## src/rtl/core/aad_pkg.sv

```systemverilog
// Shared types and constants of the activity detector.
// No dependencies; imported by every module of the block but aad_ram.
package aad_pkg;

   localparam int unsigned AAD_WINDOW_LEN = 8;
   localparam int unsigned AAD_AXES       = 3;
   localparam int unsigned AAD_SAMPLE_W   = 16;
   localparam int unsigned AAD_THR_W      = 15;
   localparam int unsigned AAD_LEVEL_W    = 8;
   localparam int unsigned AAD_CSR_IDX_W  = 3;
   localparam int unsigned AAD_CSR_DATA_W = 15;

   // classification queue between front and back
   localparam int unsigned AAD_QUEUE_DEPTH = 4;
   localparam int unsigned AAD_QPTR_W      = 2;
   localparam int unsigned AAD_QCNT_W      = 3;

   // register indexes
   localparam logic [AAD_CSR_IDX_W-1:0] AAD_REG_THRESHOLD  = 3'd0;
   localparam logic [AAD_CSR_IDX_W-1:0] AAD_REG_RISE_STEP  = 3'd1;
   localparam logic [AAD_CSR_IDX_W-1:0] AAD_REG_DROP_STEP  = 3'd2;
   localparam logic [AAD_CSR_IDX_W-1:0] AAD_REG_LEVEL_MAX  = 3'd3;
   localparam logic [AAD_CSR_IDX_W-1:0] AAD_REG_LEVEL_MIN  = 3'd4;
   localparam logic [AAD_CSR_IDX_W-1:0] AAD_REG_ACTIVE_LIM = 3'd5;
   localparam logic [AAD_CSR_IDX_W-1:0] AAD_REG_REST_LIM   = 3'd6;

   // register reset values
   localparam logic [AAD_THR_W-1:0]   AAD_THRESHOLD_RST  = 15'd778;
   localparam logic [AAD_LEVEL_W-1:0] AAD_RISE_STEP_RST  = 8'd7;
   localparam logic [AAD_LEVEL_W-1:0] AAD_DROP_STEP_RST  = 8'd5;
   localparam logic [AAD_LEVEL_W-1:0] AAD_LEVEL_MAX_RST  = 8'd70;
   localparam logic [AAD_LEVEL_W-1:0] AAD_LEVEL_MIN_RST  = 8'd0;
   localparam logic [AAD_LEVEL_W-1:0] AAD_ACTIVE_LIM_RST = 8'd50;
   localparam logic [AAD_LEVEL_W-1:0] AAD_REST_LIM_RST   = 8'd30;

   // level and hysteresis settings seen by the back end
   typedef struct packed {
      logic [AAD_LEVEL_W-1:0] rise_step;
      logic [AAD_LEVEL_W-1:0] drop_step;
      logic [AAD_LEVEL_W-1:0] level_max;
      logic [AAD_LEVEL_W-1:0] level_min;
      logic [AAD_LEVEL_W-1:0] active_limit;
      logic [AAD_LEVEL_W-1:0] rest_limit;
   } aad_lvl_cfg_type;

   // one classified sample
   typedef struct packed {
      logic motion;
      logic warm;
   } aad_cls_type;

endpackage

```

## src/rtl/core/aad_ram.sv

```systemverilog
// Generic single-write, single-read RAM with registered read data.
// No dependencies; holds the sample window of the front end.
module aad_ram #(
   parameter int unsigned WIDTH = 48,
   parameter int unsigned DEPTH = 8
) (
   input  logic                     clock,
   input  logic                     wr_en,
   input  logic [$clog2(DEPTH)-1:0] wr_addr,
   input  logic [WIDTH-1:0]         wr_data,
   input  logic                     rd_en,
   input  logic [$clog2(DEPTH)-1:0] rd_addr,
   output logic [WIDTH-1:0]         rd_data
);

   logic [WIDTH-1:0] mem_ff [DEPTH];
   logic [WIDTH-1:0] rd_data_ff;

   always_ff @(posedge clock) begin
      if (wr_en) begin
         mem_ff[wr_addr] <= wr_data;
      end
      if (rd_en) begin
         rd_data_ff <= mem_ff[rd_addr];
      end
   end

   assign rd_data = rd_data_ff;

endmodule

```

## src/rtl/core/aad_front.sv

```systemverilog
// Front end: accepts samples, keeps the ring window and running sums, flags motion.
// Uses aad_pkg and aad_ram; feeds the classification queue.
module aad_front import aad_pkg::*; #(
   parameter int unsigned WINDOW_LEN = AAD_WINDOW_LEN
) (
   input  logic                           clock,
   input  logic                           reset,
   input  logic                           req_valid,
   output logic                           req_ready,
   input  logic signed [AAD_SAMPLE_W-1:0] req_accel_x,
   input  logic signed [AAD_SAMPLE_W-1:0] req_accel_y,
   input  logic signed [AAD_SAMPLE_W-1:0] req_accel_z,
   input  logic [AAD_THR_W-1:0]           threshold,
   input  logic [AAD_QCNT_W-1:0]          q_count,
   output logic                           push_valid,
   output aad_cls_type                    push_data
);

   localparam int unsigned SLOT_W = $clog2(WINDOW_LEN);
   localparam int unsigned SUM_W  = AAD_SAMPLE_W + SLOT_W;
   localparam int unsigned DIFF_W = SUM_W + 1;
   localparam int unsigned SMP_W  = AAD_AXES * AAD_SAMPLE_W;
   localparam logic [SLOT_W-1:0] LAST_SLOT = SLOT_W'(WINDOW_LEN - 1);
   localparam logic signed [DIFF_W-1:0] WLEN_S = DIFF_W'(WINDOW_LEN);

   // stage A: slot and fill bookkeeping
   logic              accept;
   logic [SLOT_W-1:0] slot_ff, slot_in;
   logic [SLOT_W-1:0] fill_ff, fill_in;
   logic              wrap_ff, wrap_in;
   logic [SMP_W-1:0]  smp_a;

   // stage B: running-sum update and window write
   logic              vb_ff;
   logic [SLOT_W-1:0] slot_b_ff;
   logic              wrap_b_ff;
   logic              warm_b_ff;
   logic [SMP_W-1:0]  smp_b_ff;
   logic [SMP_W-1:0]  old_smp;
   logic signed [SUM_W-1:0]  sum_ff [AAD_AXES];
   logic signed [SUM_W-1:0]  sum_in [AAD_AXES];
   logic signed [DIFF_W-1:0] wa_in  [AAD_AXES];

   // stage C: deviation test
   logic                     vc_ff;
   logic                     warm_c_ff;
   logic signed [DIFF_W-1:0] wa_c_ff [AAD_AXES];
   logic signed [DIFF_W-1:0] limit;
   logic [AAD_AXES-1:0]      deviates;

   logic [AAD_QCNT_W-1:0] pending;

   // keep room in the queue for everything already in flight
   assign pending   = q_count + AAD_QCNT_W'(vb_ff) + AAD_QCNT_W'(vc_ff);
   assign req_ready = (pending < AAD_QCNT_W'(AAD_QUEUE_DEPTH));
   assign accept    = req_valid & req_ready;
   assign smp_a     = {req_accel_z, req_accel_y, req_accel_x};

   always_comb begin
      slot_in = slot_ff;
      fill_in = fill_ff;
      wrap_in = wrap_ff;
      if (accept) begin
         slot_in = (slot_ff == LAST_SLOT) ? '0 : slot_ff + 1'b1;
         fill_in = (fill_ff == LAST_SLOT) ? fill_ff : fill_ff + 1'b1;
         wrap_in = wrap_ff | (slot_ff == LAST_SLOT);
      end
   end

   aad_ram #(
      .WIDTH (SMP_W),
      .DEPTH (WINDOW_LEN)
   ) u_window (
      .clock   (clock),
      .wr_en   (vb_ff),
      .wr_addr (slot_b_ff),
      .wr_data (smp_b_ff),
      .rd_en   (accept),
      .rd_addr (slot_ff),
      .rd_data (old_smp)
   );

   always_comb begin
      logic signed [AAD_SAMPLE_W-1:0] a_new;
      logic signed [AAD_SAMPLE_W-1:0] a_old;
      logic signed [DIFF_W-1:0]       diff;
      limit = $signed({{(DIFF_W-AAD_THR_W){1'b0}}, threshold}) * WLEN_S;
      for (int i = 0; i < AAD_AXES; i++) begin
         a_new = smp_b_ff[i*AAD_SAMPLE_W +: AAD_SAMPLE_W];
         // entries never written yet read as zero
         a_old = wrap_b_ff ? old_smp[i*AAD_SAMPLE_W +: AAD_SAMPLE_W] : '0;
         sum_in[i] = sum_ff[i] + {{(SUM_W-AAD_SAMPLE_W){a_new[AAD_SAMPLE_W-1]}}, a_new}
                     - {{(SUM_W-AAD_SAMPLE_W){a_old[AAD_SAMPLE_W-1]}}, a_old};
         wa_in[i]  = $signed({{(DIFF_W-AAD_SAMPLE_W){a_new[AAD_SAMPLE_W-1]}}, a_new})
                     * WLEN_S;
         diff = {sum_ff[i][SUM_W-1], sum_ff[i]} - wa_c_ff[i];
         deviates[i] = (diff > limit) || (diff < -limit);
      end
   end

   always_ff @(posedge clock) begin
      if (reset) begin
         slot_ff <= '0;
         fill_ff <= '0;
         wrap_ff <= 1'b0;
         vb_ff   <= 1'b0;
         vc_ff   <= 1'b0;
         for (int i = 0; i < AAD_AXES; i++) begin
            sum_ff[i] <= '0;
         end
      end else begin
         slot_ff <= slot_in;
         fill_ff <= fill_in;
         wrap_ff <= wrap_in;
         vb_ff   <= accept;
         vc_ff   <= vb_ff;
         if (vb_ff) begin
            for (int i = 0; i < AAD_AXES; i++) begin
               sum_ff[i] <= sum_in[i];
            end
         end
      end
   end

   always_ff @(posedge clock) begin
      if (accept) begin
         slot_b_ff <= slot_ff;
         wrap_b_ff <= wrap_ff;
         warm_b_ff <= (fill_in == LAST_SLOT);
         smp_b_ff  <= smp_a;
      end
      if (vb_ff) begin
         warm_c_ff <= warm_b_ff;
         for (int i = 0; i < AAD_AXES; i++) begin
            wa_c_ff[i] <= wa_in[i];
         end
      end
   end

   assign push_valid       = vc_ff;
   assign push_data.motion = |deviates;
   assign push_data.warm   = warm_c_ff;

endmodule

```

## src/rtl/core/aad_fifo.sv

```systemverilog
// Short queue of classified samples between front and back end.
// Uses aad_pkg for the entry type and depth.
module aad_fifo import aad_pkg::*; (
   input  logic                  clock,
   input  logic                  reset,
   input  logic                  push_valid,
   input  aad_cls_type           push_data,
   output logic                  pop_valid,
   output aad_cls_type           pop_data,
   input  logic                  pop_ready,
   output logic [AAD_QCNT_W-1:0] count
);

   aad_cls_type           entries_ff [AAD_QUEUE_DEPTH];
   logic [AAD_QPTR_W-1:0] wr_ptr_ff, wr_ptr_in;
   logic [AAD_QPTR_W-1:0] rd_ptr_ff, rd_ptr_in;
   logic [AAD_QCNT_W-1:0] count_ff, count_in;
   logic                  pop;

   assign pop_valid = (count_ff != '0);
   assign pop_data  = entries_ff[rd_ptr_ff];
   assign pop       = pop_valid & pop_ready;
   assign count     = count_ff;

   always_comb begin
      wr_ptr_in = push_valid ? wr_ptr_ff + 1'b1 : wr_ptr_ff;
      rd_ptr_in = pop ? rd_ptr_ff + 1'b1 : rd_ptr_ff;
      count_in  = count_ff + AAD_QCNT_W'(push_valid) - AAD_QCNT_W'(pop);
   end

   always_ff @(posedge clock) begin
      if (reset) begin
         wr_ptr_ff <= '0;
         rd_ptr_ff <= '0;
         count_ff  <= '0;
      end else begin
         wr_ptr_ff <= wr_ptr_in;
         rd_ptr_ff <= rd_ptr_in;
         count_ff  <= count_in;
      end
   end

   always_ff @(posedge clock) begin
      if (push_valid) begin
         entries_ff[wr_ptr_ff] <= push_data;
      end
   end

endmodule

```

## src/rtl/core/aad_back.sv

```systemverilog
// Back end: shakiness level update, activity hysteresis and result register.
// Uses aad_pkg; drains the classification queue.
module aad_back import aad_pkg::*; (
   input  logic                   clock,
   input  logic                   reset,
   input  logic                   q_valid,
   input  aad_cls_type            q_data,
   output logic                   q_ready,
   input  aad_lvl_cfg_type        cfg,
   output logic                   rsp_valid,
   input  logic                   rsp_ready,
   output logic                   rsp_activity_active,
   output logic [AAD_LEVEL_W-1:0] rsp_level_now,
   output logic                   rsp_motion_seen
);

   logic [AAD_LEVEL_W-1:0] level_ff, level_in;
   logic                   active_ff, active_in;
   logic                   rose_ff, rose_in;
   logic                   valid_ff, valid_in;
   logic [AAD_LEVEL_W:0]   raised;
   logic [AAD_LEVEL_W:0]   floor_lvl;
   logic                   pop;

   // advance when the result slot is free or being taken
   assign q_ready = ~valid_ff | rsp_ready;
   assign pop     = q_valid & q_ready;

   assign raised    = {1'b0, level_ff} + {1'b0, cfg.rise_step};
   assign floor_lvl = {1'b0, cfg.level_min} + {1'b0, cfg.drop_step};

   always_comb begin
      level_in  = level_ff;
      rose_in   = 1'b0;
      if (q_data.warm) begin
         if (q_data.motion && (raised <= {1'b0, cfg.level_max})) begin
            level_in = raised[AAD_LEVEL_W-1:0];
            rose_in  = 1'b1;
         end else if ({1'b0, level_ff} >= floor_lvl) begin
            level_in = level_ff - cfg.drop_step;
         end
      end
      if (level_in >= cfg.active_limit) begin
         active_in = 1'b1;
      end else if (level_in < cfg.rest_limit) begin
         active_in = 1'b0;
      end else begin
         active_in = active_ff;
      end
      valid_in = pop | (valid_ff & ~rsp_ready);
   end

   always_ff @(posedge clock) begin
      if (reset) begin
         level_ff  <= '0;
         active_ff <= 1'b0;
         valid_ff  <= 1'b0;
      end else begin
         valid_ff <= valid_in;
         if (pop) begin
            level_ff  <= level_in;
            active_ff <= active_in;
         end
      end
   end

   always_ff @(posedge clock) begin
      if (pop) begin
         rose_ff <= rose_in;
      end
   end

   assign rsp_valid           = valid_ff;
   assign rsp_activity_active = active_ff;
   assign rsp_level_now       = level_ff;
   assign rsp_motion_seen     = rose_ff;

endmodule

```

## src/rtl/core/accel_activity_detector.sv

```systemverilog
// An accepted item passes front stages B and C and the queue to the result register.
// Throughput: one item per cycle while req_ready is high, which needs room in the queue
// for all items in flight. The running sums and slot state of the front end and the
// level and activity of the back end are the only loops between consecutive items; the
// 4-entry queue absorbs output stalls. Reset (synchronous) clears the window fill state,
// sums, level and activity, and loads register defaults; no clearing pass.
module accel_activity_detector import aad_pkg::*; #(
   parameter int unsigned WINDOW_LEN = AAD_WINDOW_LEN
) (
   input  logic                            clock,
   input  logic                            reset,
   input  logic                            req_valid,
   output logic                            req_ready,
   input  logic signed [AAD_SAMPLE_W-1:0]  req_accel_x,
   input  logic signed [AAD_SAMPLE_W-1:0]  req_accel_y,
   input  logic signed [AAD_SAMPLE_W-1:0]  req_accel_z,
   output logic                            rsp_valid,
   input  logic                            rsp_ready,
   output logic                            rsp_activity_active,
   output logic [AAD_LEVEL_W-1:0]          rsp_level_now,
   output logic                            rsp_motion_seen,
   input  logic                            csr_wr_en,
   input  logic [AAD_CSR_IDX_W-1:0]        csr_index,
   input  logic [AAD_CSR_DATA_W-1:0]       csr_wdata
);

   logic [AAD_THR_W-1:0]  threshold_ff;
   aad_lvl_cfg_type       lvl_cfg_ff;
   logic                  push_valid;
   aad_cls_type           push_data;
   logic                  q_valid;
   aad_cls_type           q_data;
   logic                  q_ready;
   logic [AAD_QCNT_W-1:0] q_count;

   always_ff @(posedge clock) begin
      if (reset) begin
         threshold_ff            <= AAD_THRESHOLD_RST;
         lvl_cfg_ff.rise_step    <= AAD_RISE_STEP_RST;
         lvl_cfg_ff.drop_step    <= AAD_DROP_STEP_RST;
         lvl_cfg_ff.level_max    <= AAD_LEVEL_MAX_RST;
         lvl_cfg_ff.level_min    <= AAD_LEVEL_MIN_RST;
         lvl_cfg_ff.active_limit <= AAD_ACTIVE_LIM_RST;
         lvl_cfg_ff.rest_limit   <= AAD_REST_LIM_RST;
      end else if (csr_wr_en) begin
         case (csr_index)
            AAD_REG_THRESHOLD:  threshold_ff <= csr_wdata[AAD_THR_W-1:0];
            AAD_REG_RISE_STEP:  lvl_cfg_ff.rise_step <= csr_wdata[AAD_LEVEL_W-1:0];
            AAD_REG_DROP_STEP:  lvl_cfg_ff.drop_step <= csr_wdata[AAD_LEVEL_W-1:0];
            AAD_REG_LEVEL_MAX:  lvl_cfg_ff.level_max <= csr_wdata[AAD_LEVEL_W-1:0];
            AAD_REG_LEVEL_MIN:  lvl_cfg_ff.level_min <= csr_wdata[AAD_LEVEL_W-1:0];
            AAD_REG_ACTIVE_LIM: lvl_cfg_ff.active_limit <= csr_wdata[AAD_LEVEL_W-1:0];
            AAD_REG_REST_LIM:   lvl_cfg_ff.rest_limit <= csr_wdata[AAD_LEVEL_W-1:0];
            default: begin
               // drop writes to unused indexes
            end
         endcase
      end
   end

   aad_front #(
      .WINDOW_LEN (WINDOW_LEN)
   ) u_front (
      .clock       (clock),
      .reset       (reset),
      .req_valid   (req_valid),
      .req_ready   (req_ready),
      .req_accel_x (req_accel_x),
      .req_accel_y (req_accel_y),
      .req_accel_z (req_accel_z),
      .threshold   (threshold_ff),
      .q_count     (q_count),
      .push_valid  (push_valid),
      .push_data   (push_data)
   );

   aad_fifo u_queue (
      .clock      (clock),
      .reset      (reset),
      .push_valid (push_valid),
      .push_data  (push_data),
      .pop_valid  (q_valid),
      .pop_data   (q_data),
      .pop_ready  (q_ready),
      .count      (q_count)
   );

   aad_back u_back (
      .clock               (clock),
      .reset               (reset),
      .q_valid             (q_valid),
      .q_data              (q_data),
      .q_ready             (q_ready),
      .cfg                 (lvl_cfg_ff),
      .rsp_valid           (rsp_valid),
      .rsp_ready           (rsp_ready),
      .rsp_activity_active (rsp_activity_active),
      .rsp_level_now       (rsp_level_now),
      .rsp_motion_seen     (rsp_motion_seen)
   );

endmodule

```

## config.mk

```make
export PLATFORM = sky130hd
export DESIGN_NAME = accel_activity_detector
export DESIGN_NICKNAME = d
export VERILOG_FILES = /design/src/rtl/core/aad_pkg.sv /design/src/rtl/core/aad_ram.sv /design/src/rtl/core/aad_front.sv /design/src/rtl/core/aad_fifo.sv /design/src/rtl/core/aad_back.sv /design/src/rtl/core/accel_activity_detector.sv
export SDC_FILE = /design/constraint.sdc
export NUM_CORES = 1
export LEC_CHECK = 0
export BUFFER_PORTS_ARGS = -buffer_cell sky130_fd_sc_hd__clkbuf_2
export CAP_MARGIN = 10
export CORE_ASPECT_RATIO = 0.9
export CORE_MARGIN = 2
export CORE_UTILIZATION = 48
export DETAILED_ROUTE_END_ITERATION = 16
export PLACE_DENSITY = 0.73
export SYNTH_ARGS = -nofsm -noshare
export SYNTH_HDL_FRONTEND = slang
export SYNTH_SLANG_ARGS = --single-unit
```

## constraint.sdc

```tcl
create_clock -name clock -period 7.5 [get_ports clock]
set_input_delay 0.375 -clock clock [delete_from_list [all_inputs] [get_ports clock]]
set_output_delay 0.375 -clock clock [all_outputs]
set_load 0.01 [all_outputs]
```

# [Word level (Yosys, flattened, before mapping)]
# Memory sizes are Yosys's and may differ from the RTL's. A register that Yosys moved wholly into a read port is not among the register bits.
# Index checks and enable logic that the tools add are counted.
[totals] reg_bits=144 n_memories=4 ram_bits=500
[classes] order_cmp=11 addsub=21 eq_ne=9 bitwise=11 reduce_logical=16 n_mux=25
[mem_list] memory="u_front.u_window.mem_ff" words=8 width=48 rd=1 rd_ports_with_merged_regs=1 write_ports=1 line_no="aad_ram.sv:16" source="logic [WIDTH-1:0] mem_ff [DEPTH];"
[mem_list] memory="u_front.sum_ff" words=3 width=19 rd=3 rd_ports_with_merged_regs=0 write_ports=3 line_no="aad_front.sv:40" source="logic signed [SUM_W-1:0] sum_ff [AAD_AXES];"
[mem_list] memory="u_front.wa_c_ff" words=3 width=17 rd=3 rd_ports_with_merged_regs=0 write_ports=3 line_no="aad_front.sv:47" source="logic signed [DIFF_W-1:0] wa_c_ff [AAD_AXES];"
[mem_list] memory="u_queue.entries_ff" words=4 width=2 rd=1 rd_ports_with_merged_regs=1 write_ports=1 line_no="aad_fifo.sv:14" source="aad_cls_type entries_ff [AAD_QUEUE_DEPTH];"
[ops] operator="$gt A20 B19 Y1" n=3
[ops] operator="$lt A20 B20 Y1" n=3
[ops] operator="$sub A20 B20 Y20" n=3
[ops] operator="$add A19 B19 Y19" n=3
[ops] operator="$mux W19" n=3
[ops] operator="$sub A19 B19 Y19" n=3
[ops] operator="$mux W16" n=3
[ops] operator="$mux W8" n=3
[ops] operator="$neg A18 Y20" n=1
[ops] operator="$add A8 B8 Y9" n=2
[ops] operator="$eq A3 B3 Y1 const B" n=6
[ops] operator="$reduce_and A2 Y1" n=8
[ops] operator="$mux W1" n=11
[ops] operator="$add A3 B1 Y3" n=3
[ops] operator="$ge A8 B9 Y1" n=1
[ops] operator="$le A9 B8 Y1" n=1
[ops] operator="$mux W3" n=3
[ops] operator="$ge A8 B8 Y1" n=1
[ops] operator="$lt A8 B8 Y1" n=1
[ops] operator="$sub A8 B8 Y8" n=1
[ops] operator="$add A3 B1 Y3 const B" n=2
[ops] operator="$eq A3 B2 Y1 const B" n=2
[ops] operator="$or A1 B1 Y1" n=6
[ops] operator="$add A2 B1 Y2 const B" n=2
[ops] operator="other kinds (12)" n=18

# [Depth between registers and ports, before layout]
# Gate-level depths: netlist of the first run.
[depth] ltp_word=8 mapped_depth=29 mapped_depth_nobuf=28

# [Cells and area by module]
# A second synthesis of the first run with hierarchy kept.
[hier_totals] cells_unflattened=2766 hier_area_um2=36570.1
[by_module_without_submodules] module="aad_ram" seq_area_each_um2=12972.4 n_inst=1 area_each_um2=16100.4 cells_each=616
[by_module_without_submodules] module="aad_front" seq_area_each_um2=4954.8 n_inst=1 area_each_um2=14656.6 cells_each=1539
[by_module_without_submodules] module="accel_activity_detector" seq_area_each_um2=1261.2 n_inst=1 area_each_um2=2546.2 cells_each=240
[by_module_without_submodules] module="aad_back" seq_area_each_um2=230.2 n_inst=1 area_each_um2=2511.2 cells_each=316
[by_module_without_submodules] module="aad_fifo" seq_area_each_um2=420.4 n_inst=1 area_each_um2=755.7 cells_each=55

# [Worst setup path after synthesis of the first run]
# OpenSTA, ideal clock, no wires.
[synth_path] path_type="register -> register" from="reg u_front.vb_ff" to="mem u_front.u_window.mem_ff[4][0], enable pin" path_stages_with_launch=3 arrival_time_ps=5060 path_buffers=0 path_slack_ps=1928 required_ps=6987 cell_sequence="dfxtp_1 -> nand2_1 -> nor3_1"
[synth_between] elab_chain_len=2
[synth_rtl] item="start: declaration" line_no="aad_front.sv:34" source="logic vb_ff;"
[synth_rtl] item="start signal: assignment" line_no="aad_front.sv:115" source="vb_ff <= accept;"
[synth_rtl] item="$mux W1" line_no="aad_ram.sv:20" source="if (wr_en) begin"
[synth_rtl] item="$mux W1 (implied by the code)" line_no="aad_ram.sv:21" source="mem_ff[wr_addr] <= wr_data;"
[synth_rtl] item="end: declaration" line_no="aad_ram.sv:16"
# Every way passes these cells.

# [Final worst setup path of the first run]
[layout_path] from="reg u_back.level_ff[1], in the netlist u_back.rsp_level_now[1]" to="reg u_back.active_ff, in the netlist u_back.rsp_activity_active"
[layout_between] elab_chain_len=8 elab_cells_between_ends=13 cone_classes="2 x add/sub; 4 x order compare; 4 x mux; 3 x reduce/logical"
[layout_rtl] item="start: declaration" line_no="aad_back.sv:17" source="logic [AAD_LEVEL_W-1:0] level_ff, level_in;"
[layout_rtl] item="start signal: assignment" line_no="aad_back.sv:61" source="level_ff <= level_in;"
[layout_rtl] item="$add A8 B8 Y9" line_no="aad_back.sv:29" source="assign raised = {1'b0, level_ff} + {1'b0, cfg.rise_step};"
[layout_rtl] item="$le A9 B8 Y1" line_no="aad_back.sv:36" source="if (q_data.motion && (raised <= {1'b0, cfg.level_max})) begin"
[layout_rtl] item="$logic_and A1 B1 Y1" line_no="aad_back.sv:36"
[layout_rtl] item="$mux W8" line_no="aad_back.sv:36"
[layout_rtl] item="$mux W8 (*)" line_no="aad_back.sv:35" source="if (q_data.warm) begin"
[layout_rtl] item="$lt A8 B8 Y1 / $ge A8 B8 Y1 (equally long branches)" line_no="aad_back.sv:45, aad_back.sv:43"
[layout_rtl] item="$reduce_bool A2 Y1 (no line)"
[layout_rtl] item="$reduce_and A2 Y1 (no line)"
[layout_rtl] item="end signal: assignment" line_no="aad_back.sv:62" source="active_ff <= active_in;"
[layout_rtl] item="end: declaration" line_no="aad_back.sv:18" source="logic active_ff, active_in;"
# Mark *: on every way between the ends. The rest lies on a longest branch, timed or not.
# A chain may end at the register's enable or synchronous reset.

==> results of run 1 <==
worst register-to-register path, stage by stage (launching register included):
cell	delay [ns]
dfxtp_1	0.51
inv_1	0.14
fa_1	0.47
nor2b_1	0.14
o21a_1	0.14
o21ai_0	0.11
nand2b_1	0.10
a211oi_1	0.07
nor2_1	0.19
ha_1	0.29
o21a_1	0.12
o21a_1	0.16
o22ai_1	0.12
nor2_1	0.07
nor3_1	0.22
and2_1	0.41
o21ai_0	0.35
a211oi_1	0.50
ha_1	0.32
nand2b_1	0.15
a21o_1	0.18
a21o_1	0.17
a21o_1	0.16
a21o_1	0.17
a2111oi_0	0.43
o31ai_1	0.15
a21oi_1	0.16
a21oi_1	0.06
logic make-up after synthesis:
kind of cell	Yosys count	share of synthesized area, %
simple gates	583	7.816
flops	691	56.18
compound gates	437	7.905
xor+xnor	114	2.827
buf+inv	413	4.393
fa+ha+maj	330	12.99
mux	151	7.890
state kept, by name, indices dropped and copies added (netlist names), 8 cells and up, named ones only:
| signal | count |
|---|---|
| u_front.u_window.mem_ff | 384 |
| u_front.sum_ff | 57 |
| lvl_cfg_ff | 48 |
| u_front.smp_b_ff | 48 |
| u_front.u_window.rd_data | 48 |
| u_front.wa_c_ff | 48 |
| threshold_ff | 15 |
| u_back.rsp_level_now | 8 |
| u_queue.entries_ff | 8 |
path summary, 6_finish.rpt:
kind | slack (ns) | start | to | depth (start not counted)
min reg2reg | 0.41 | u_front.warm_b_ff | u_front.warm_c_ff | 0
max | 1.30 | u_back.rsp_level_now[1] | u_back.rsp_activity_active | 27
max reg2reg | 1.30 | u_back.rsp_level_now[1] | u_back.rsp_activity_active | 27
min | 0.03 | rsp_ready | u_back.rsp_valid | 4
routing by layer:
| layer | vias up | routed length, microns | global-route usage, % | part of all wire [%] |
|---|---|---|---|---|
| li1 | 10170 | - | - | - |
| met1 | 10920 | 35930 | 28.85 | 45 |
| met2 | 621 | 37630 | 35.69 | 47 |
| met3 | 130 | 4068 | 3.047 | 5.1 |
| met4 | 0 | 1809 | 6.322 | 2.3 |
| met5 | - | 0 | 0 | 0 |
cell usage after synthesis (all sizes together), types with 3 or more instances:
cell     number
nand3        33
nand2b       32
o21ai        74
o211ai       28
o41ai         3
a211oi       24
nor4         14
a221o         3
or3           5
o21bai       14
ha          269
a2111oi       5
fa           61
and3          8
a21boi        4
clkbuf       47
nor2        150
xnor2        74
a21o         41
mux4         97
a31oi        10
xor2         40
o31a          6
edfxtp      600
mux2i         5
buf          11
nand4        18
o21a         33
or2           5
nor2b        33
and2         54
nor3         44
nor3b         4
a21oi       159
mux2         49
nand2       176
o22ai         6
a211o         5
o31ai         4
inv         354
dfxtp        91
power by group:
part           leakage [nW]  switching, mW  internal [mW]
Sequential             6.32          0.299           4.67
Combinational          7.94           2.67           1.99
Clock                  1.13           1.53           2.00
Total                  15.4           4.50           8.67
final cells by class:
class                           count  area share (%)
Timing Repair Buffer              153           2.674
Clock buffer                       90           4.971
Multi-Input combinational cell   1615           35.17
Tap cell                          960           3.020
Clock inverter                     42          0.9060
Sequential cell                   691           49.91
Inverter                          355           3.357
==> flow_summary_export.csv, run 1 <==
group,metric,value,unit
cts,cts_sinks,691,
global_routing,grt_max_degree,71,
sta,final.setup.worst_slack,1.300,ns
global_routing,grt_pass1_vias,22480,
layout,nFillCells,5848,
logic_synthesis,synth_area,0.03531,sq mm
layout,final_cell_mix,"edfxtp_1, inv_1, ha_1",
placed_design,port_buffers,82,
worst_setup_path,path_delay_family,"compound AO/OA/AOI/OAI gates",
sta,tns,0,ns
sta,fmax,161.3,MHz
worst_setup_path,timing.setup.critical_path_class,"flip-flop to flip-flop",
global_routing,grt_pass1_wl,125100,microns
layout,drive_gt1_share,13.27,%
worst_setup_path,worstSetupEndpointType,"flip-flop",
drt,wl,79430,microns
sta,finalCritPeriodShare,82.67,%
hold_path,min_path_type,"input port to flip-flop",
cts,cts_htree_levels,3,
sta,setup-violations-final,0,
logic_synthesis,seq_area_frac_synth,56.18,%
logic_synthesis,synth-seq-cells,691,
worst_setup_path,worstPathRequired,7.98,ns
pwr,ir_worst_vdd,0.1856,mV
placed_design,pre_cts_ws,1.389,ns
global_routing,antenna_found_initial,0,
sta,worst_hold_slack,0.03459,ns
run_status,status,"finished, final reports clean",
sta,fin_crit,6.200,ns
logic_synthesis,ys_types,72,
pwr,p_per_area,331.1,mW/mm^2
die,die_area,0.07576,sq mm
worst_setup_path,cp_max_fo,11,
placed_design,dp.cells,3726,
global_routing,grt_overflow_total,0,
die,pin_count,83,
cts,post_cts_buffers,0,
worst_setup_path,crit_top_cell,"a21o_1",
layout,mostFrequentLayoutCell,"edfxtp_1",
layout,seqCellArea,0.01985,sq mm
pwr,cellLeakagePower,15.39,nW
cts,cts.path.max_buffers,3,
die,fp.dieH,261.3,microns
job,maxCapViolCount,0,
sta,final_hold_viol_count,0,
logic_synthesis,yosys.area.top_type,"edfxtp_1",
drt,drt_iter0_markers,1644,
drt,drcViolationCount,0,
pwr,fin_total_pwr,13.17,mW
worst_setup_path,path_buf_inv,1,
layout,post-route-util,54.54,%
cts,cts_buffers,72,
logic_synthesis,synth_edf_count,600,
cts,hold_buffers,48,
logic_synthesis,synth-async-reset-ratio,0,%
logic_synthesis,synth_top_area_share,51.02,%
logic_synthesis,synthFlopType,"edfxtp_1",
global_routing,grt.total_usage,21.20,%
sta,worst_pin_slew,1.147,ns
worst_setup_path,cpPeakStageDelay,0.51,ns
placed_design,placed_area,0.03695,sq mm
layout,final_nets,3289,
layout,diodes,0,
layout,final_area,0.03977,sq mm
worst_setup_path,arrival,6.68,ns
die,fp-row-count,94,
sta,grt_setup_unrepaired,"false",
logic_synthesis,synth_cells,2719,
die,fp.dieW,289.9,microns
layout,area_delta_synth_final,12.62,%
drt,vias_per_cell,5.592,
drt,dr_total_vias,21840,
cts,clkTransAtPathRegs,0.06,ns
placed_design,dpl.hpwl,53820,microns
logic_synthesis,synth_warnings,0,
cts,clk_latency,0.63,ns
logic_synthesis,syn_nets,3120,
worst_setup_path,cp-start-kind,"flip-flop",
worst_setup_path,slowest_stage,"dfxtp_1",
sta,clock_skew,0.02527,ns
drt,drt-pass1-iter-count,6,
cts,ctsResizeCount,0,
die,core_region_area,0.07292,sq mm
drt,ant_nets,0,
layout,instances_no_fill,3906,
logic_synthesis,synth.avg_cell_area,12.99,sq um
sta,max-slew-margin-rel,23.14,%
cts,cts_tree,"yes",
drt,wire_per_inst,20.34,microns
sta,drv_slew,0,
cts,ctsRootBufferMaster,"clkbuf_16",
layout,multi_input_area,0.01399,sq mm
logic_synthesis,synth_area_leaders,"edfxtp_1, ha_1, mux4_2",
die,initial_core_util,48.43,%
placed_design,globalplace.congestion,0.9350,
No activity file was read; power rests on OpenSTA's default activity.
==> inputs of run 2 (changes only) <==
ABC_AREA = 1   (was default)
PLACE_DENSITY = 0.75   (was 0.73)
clock period = 5.6 ns   (was 7.5 ns; I/O delays follow)
==> run 2 against run 1 <==
Combinational power up 46%. Critical path type unchanged. Global-route usage increased by 0.36 points. Final area increased by 2.2%. First-iteration DRC count increased by 48%. Register-to-register slack got worse by 0.43 ns. Critical path depth increased by 4. Clock-buffer cell count stayed put. Worst setup slack got worse by 0.43 ns. Flip-flop and latch count unchanged. Utilization hardly changed.
==> flow_summary_export.csv, run 2 <==
group,metric,value,unit
worst_setup_path,cpPeakStageDelay,0.47,ns
logic_synthesis,synth_area,0.03610,sq mm
global_routing,grt_pass1_vias,24330,
die,fp.dieW,293.1,microns
die,die_area,0.07742,sq mm
placed_design,dpl.hpwl,54710,microns
global_routing,antenna_found_initial,0,
sta,clock_skew,0.04922,ns
worst_setup_path,cp_max_fo,10,
sta,fin_crit,4.731,ns
sta,final_hold_viol_count,0,
cts,cts_htree_levels,3,
logic_synthesis,synth-seq-cells,691,
logic_synthesis,synth_warnings,0,
drt,drcViolationCount,0,
drt,vias_per_cell,5.414,
logic_synthesis,yosys.area.top_type,"edfxtp_1",
cts,ctsRootBufferMaster,"clkbuf_16",
drt,wire_per_inst,17.79,microns
logic_synthesis,seq_area_frac_synth,54.95,%
worst_setup_path,timing.setup.critical_path_class,"flip-flop to flip-flop",
layout,largest_reg_flops,384,
placed_design,port_buffers,82,
pwr,p_per_area,454.9,mW/mm^2
die,pin_count,83,
sta,max-slew-margin-rel,29.63,%
worst_setup_path,path_buf_inv,3,
logic_synthesis,yosysMostFrequentCell,"edfxtp_1",
logic_synthesis,synth_edf_count,600,
logic_synthesis,ys_top_cells_by_count,"edfxtp_1, inv_1, nor2_1",
sta,finalCritPeriodShare,84.48,%
layout,final_area,0.04064,sq mm
pwr,cellLeakagePower,16.96,nW
job,maxCapViolCount,0,
worst_setup_path,crit_top_cell,"nand2_1",
global_routing,grt_overflow_total,0,
cts,cts_tree,"yes",
sta,drv_slew,0,
cts,ctsResizeCount,0,
die,initial_core_util,48.44,%
logic_synthesis,synth.avg_cell_area,10.30,sq um
sta,setup-violations-final,0,
hold_path,min_path_type,"input port to flip-flop",
layout,top_regs,"u_front.u_window.mem_ff x384, u_front.sum_ff x57",
global_routing,grt_pass1_wl,131500,microns
placed_design,placed_area,0.03767,sq mm
sta,fmax,211.4,MHz
worst_setup_path,slowest_stage,"dfxtp_1",
global_routing,grt.total_usage,21.56,%
logic_synthesis,synth_top_area_share,49.91,%
layout,area_delta_synth_final,12.58,%
worst_setup_path,cp-start-kind,"flip-flop",
layout,final_nets,4047,
die,fp.dieH,264.2,microns
layout,diodes,0,
cts,cts_buffers,73,
layout,final_cell_mix,"edfxtp_1, inv_1, nor2_1",
cts,clk_latency,0.63,ns
drt,drt-pass1-iter-count,8,
logic_synthesis,synth-async-reset-ratio,0,%
logic_synthesis,syn_nets,3906,
cts,clkTransAtPathRegs,0.06,ns
layout,drive_gt1_share,7.894,%
global_routing,grt_max_degree,195,
logic_synthesis,ys_types,68,
die,core_region_area,0.07453,sq mm
drt,ant_nets,0,
sta,worst_pin_slew,1.053,ns
pwr,ir_worst_vdd,0.2958,mV
worst_setup_path,path_delay_family,"compound AO/OA/AOI/OAI gates",
sta,tns,0,ns
worst_setup_path,arrival,5.23,ns
cts,cts.path.max_buffers,3,
drt,wl,83070,microns
sta,grt_setup_unrepaired,"false",
layout,regMostFlops,"u_front.u_window.mem_ff",
worst_setup_path,worstPathRequired,6.10,ns
placed_design,globalplace.congestion,0.9382,
drt,dr_total_vias,25280,
logic_synthesis,synth_area_leaders,"edfxtp_1, ha_1, inv_1",
worst_setup_path,worstSetupEndpointType,"flip-flop",
cts,cts_sinks,691,
run_status,status,"finished, final reports clean",
die,fp-row-count,95,
layout,mostFrequentLayoutCell,"edfxtp_1",
drt,drt_iter0_markers,2437,
logic_synthesis,synth_cells,3505,
logic_synthesis,synthFlopType,"edfxtp_1",
run 2: repair_timing:
action / CTS / global route
hold endpoints to repair: 53 / 0
setup buffers: 0 / 0
hold buffers: 53 / 0
run 2: through the flow:
stage / hold WS, ns / total power [mW] / cells / util, % / setup WS, ns
CTS: 0.001690 / 18.53 / 4669 / 54.53 / 0.8690
finish: 0.04889 / 18.49 / 4669 / 54.53 / 0.8693
global route: 0.04263 / 19.80 / 4669 / 54.53 / 0.3791
detailed placement: 0.4265 / 13.55 / 4488 / 50.54 / 0.8921
global placement: 0.4031 / 13.37 / 4488 / 50.54 / 0.9661
floorplan: 0.3789 / 11.86 / 3505 / - / 1.098
run 2: logic make-up (layout without fill, tap and decap cells):
kind of cell    after synthesis  in the layout  synth area share, %
compound gates              816            816                12.89
xor+xnor                     82             82                1.989
fa+ha+maj                   330            330                12.71
buf+inv                     649            843                6.862
flops                       691            691                54.95
mux                           1              1              0.02773
simple gates                936            936                10.57
run 2: final timing paths:
path	slack (ns)	from	endpoint	cells past startpoint
hold reg to reg	0.44	u_front.warm_b_ff	u_front.warm_c_ff	0
setup reg to reg	0.87	u_back.rsp_level_now[0]	u_back.rsp_activity_active	31
hold / removal	0.05	csr_wdata[13]	threshold_ff[13]	3
setup / recovery	0.87	u_back.rsp_level_now[0]	u_back.rsp_activity_active	31
run 2: layout make-up:
| class | instances | area (sq um) |
|---|---|---|
| fillers | 6189 | 33890 |
| flip-flops and latches | 691 | 19850 |
| multi-input cells | 2165 | 13850 |
| inverters | 550 | 2073 |
| clock buffers | 90 | 1953 |
| repair buffers | 165 | 1216 |
| well taps | 970 | 1214 |
| clock inverters | 38 | 488.0 |
run 2: where the power goes:
part / switching [mW] / internal [mW] / total [mW]
Sequential: 0.410 / 6.35 / 6.76
Combinational: 4.40 / 2.43 / 6.82
Clock: 2.07 / 2.84 / 4.91
run 2: worst register-to-register path: cells and delay by family, from the launching register on:
| family | cells | cell delay [ns] |
|---|---|---|
| AOI/OAI and AO/OA | 10 | 1.39 |
| and+or+nand+nor | 13 | 1.14 |
| adders and majority gates | 4 | 1.00 |
| DFF | 1 | 0.47 |
| buffers and inverters | 3 | 0.32 |
| xor gates and xnor gates | 1 | 0.25 |
run 2: routing by layer:
metal	GRT usage [%]	routed length (microns)	share of wire, %
met1	30.06	37360	45
met5	0	0	0
met3	3.306	5363	6.5
met4	7.983	2825	3.4
met2	34.21	37530	45
==> inputs of run 3 (changes only) <==
clock period = 4.23 ns   (was 5.6 ns; I/O delays follow)
==> run 3 against run 2 <==
Worst hold slack lost 0.034 ns. Worst setup slack worse by 0.81 ns. Clock power increased by 27%. First-iteration DRC count down 6.6%. Total power rose by 36%. Critical path type unchanged. Largest power group unchanged.
==> flow_summary_export.csv, run 3 (same netlist as run 2, synthesis figures left out) <==
group,metric,value,unit
sta,fin_crit,4.172,ns
die,fp.dieH,264.2,microns
worst_setup_path,cp-start-kind,"flip-flop",
drt,wire_per_inst,17.91,microns
sta,final_hold_viol_count,0,
sta,worst_pin_slew,1.077,ns
worst_setup_path,cp_max_fo,4,
drt,vias_per_cell,5.442,
drt,ant_nets,0,
cts,cts_htree_levels,3,
die,core_region_area,0.07453,sq mm
cts,ctsRootBufferMaster,"clkbuf_16",
worst_setup_path,crit_top_cell,"o21ai_1",
sta,finalCritPeriodShare,98.62,%
global_routing,antenna_found_initial,0,
die,pin_count,83,
pwr,power_switching,9.395,mW
die,initial_core_util,48.44,%
pwr,cellLeakagePower,17.43,nW
sta,worst_hold_slack,0.01524,ns
pwr,p_clk_share,24.9,%
sta,drv_slew,0,
pwr,swShare,37.46,%
worst_setup_path,timing.setup.critical_path_class,"flip-flop to flip-flop",
die,fp-row-count,95,
worst_setup_path,cpPeakStageDelay,0.38,ns
layout,drive_gt1_share,11.60,%
placed_design,port_buffers,82,
sta,final.setup.worst_slack,0.05835,ns
drt,drcViolationCount,0,
cts,cts.path.max_buffers,3,
layout,regMostFlops,"u_front.u_window.mem_ff",
sta,max-slew-margin-rel,27.62,%
hold_path,min_path_type,"input port to flip-flop",
die,die_area,0.07742,sq mm
worst_setup_path,path_delay_family,"compound AO/OA/AOI/OAI gates",
placed_design,globalplace.congestion,0.9371,
worst_setup_path,arrival,4.66,ns
layout,nFillCells,6049,
drt,drt_iter0_markers,2277,
drt,drt-pass1-iter-count,6,
cts,cts_buffers,72,
sta,grt_setup_unrepaired,"true",
placed_design,pre_cts_ws,-0.2207,ns
pwr,seqPwrFrac,35.3,%
worst_setup_path,worstPathRequired,4.72,ns
cts,clkTransAtPathRegs,0.06,ns
drt,wl,85310,microns
pwr,cell_internal_pwr,15.68,mW
global_routing,grt_max_degree,141,
cts,clk_latency,0.64,ns
drt,dr_total_vias,25920,
layout,mostFrequentLayoutCell,"edfxtp_1",
job,maxCapViolCount,0,
sta,fmax,239.7,MHz
run_status,status,"finished, final reports clean",
worst_setup_path,slowest_stage,"dfxtp_1",
layout,final_cell_mix,"edfxtp_1, inv_1, nor2_1",
global_routing,grt_pass1_wl,134900,microns
layout,area_delta_synth_final,15.36,%
global_routing,grt_overflow_total,0,
layout,largest_reg_flops,384,
pwr,p_per_area,602.1,mW/mm^2
cts,cts_sinks,691,
global_routing,grt.total_usage,22.13,%
global_routing,grt_pass1_vias,25120,
sta,setup-violations-final,0,
layout,diodes,0,
pwr,comb_power_share,39.8,%
sta,clock_skew,0.04308,ns
layout,top_regs,"u_front.u_window.mem_ff x384, u_front.sum_ff x57",
layout,final_nets,4144,
worst_setup_path,path_buf_inv,1,
cts,cts_tree,"yes",
worst_setup_path,worstSetupEndpointType,"flip-flop",
die,fp.dieW,293.1,microns
placed_design,dpl.hpwl,57880,microns
pwr,ir_worst_vdd,0.3683,mV
run 3: area by class of cell:
type,instances,area (sq um),share of cell area [%]
multi-input cells,2165,14140,33.95
flip-flops and latches,691,19850,47.67
repair buffers,263,2037,4.891
clock buffers,85,1882,4.519
inverters,550,2076,4.984
well taps,970,1214,2.914
clock inverters,40,445.4,1.070
run 3: repair_timing:
item / in CTS / in global routing
resized for setup: 16 / 52
hold buffers: 57 / 0
endpoints found under the hold margin: 61 / 0
endpoints found under the setup margin: 1 / 5
pin swaps: 10 / 27
buffers inserted: 1 / 6
run 3: final timing paths:
| path | startpoint | end | slack [ns] | cells past startpoint |
|---|---|---|---|---|
| hold reg to reg | u_front.warm_b_ff | u_front.warm_c_ff | 0.46 | 0 |
| hold / removal | csr_wdata[3] | lvl_cfg_ff[3] | 0.02 | 3 |
| setup reg to reg | lvl_cfg_ff[18] | u_back.rsp_activity_active | 0.06 | 27 |
| setup / recovery | lvl_cfg_ff[18] | u_back.rsp_activity_active | 0.06 | 27 |
run 3: power by group through the flow:
stage / Combinational (mW) / Sequential, mW / Clock (mW)
6_report: 9.98 / 8.84 / 6.25
2_1_floorplan: 6.81 / 8.88 / 0
5_1_grt: 11.4 / 8.91 / 6.58
3_3_place_gp: 9.18 / 8.94 / 0
4_1_cts: 9.63 / 8.83 / 6.33
3_5_place_dp: 9.46 / 8.97 / 0
run 3: through the flow:
step | TNS, ns | cell area, sq um | utilization [%] | power (mW) | cells
final | 0 | 41650 | 55.88 | 25.08 | 4764
after floorplan | -35.66 | 36110 | - | 15.69 | 3505
after global placement | -0.1433 | 38400 | 51.52 | 18.12 | 4575
after detailed placement | -0.2207 | 38400 | 51.52 | 18.43 | 4575
after global routing | -0.2819 | 41650 | 55.88 | 26.84 | 4764
after CTS | 0 | 41350 | 55.48 | 24.80 | 4758
run 3: metal layers:
metal	track usage, %	up-vias	part of all wire [%]
li1	-	12500	-
met1	30.92	12310	44
met2	34.75	937	45
met3	3.534	185	7.3
met4	8.635	0	3.8
met5	0	-	0
run 3: worst min-delay path, stage by stage:
cell and delay, ns:
clkbuf_2 0.24, nand2_1 0.09, o211ai_1 0.07
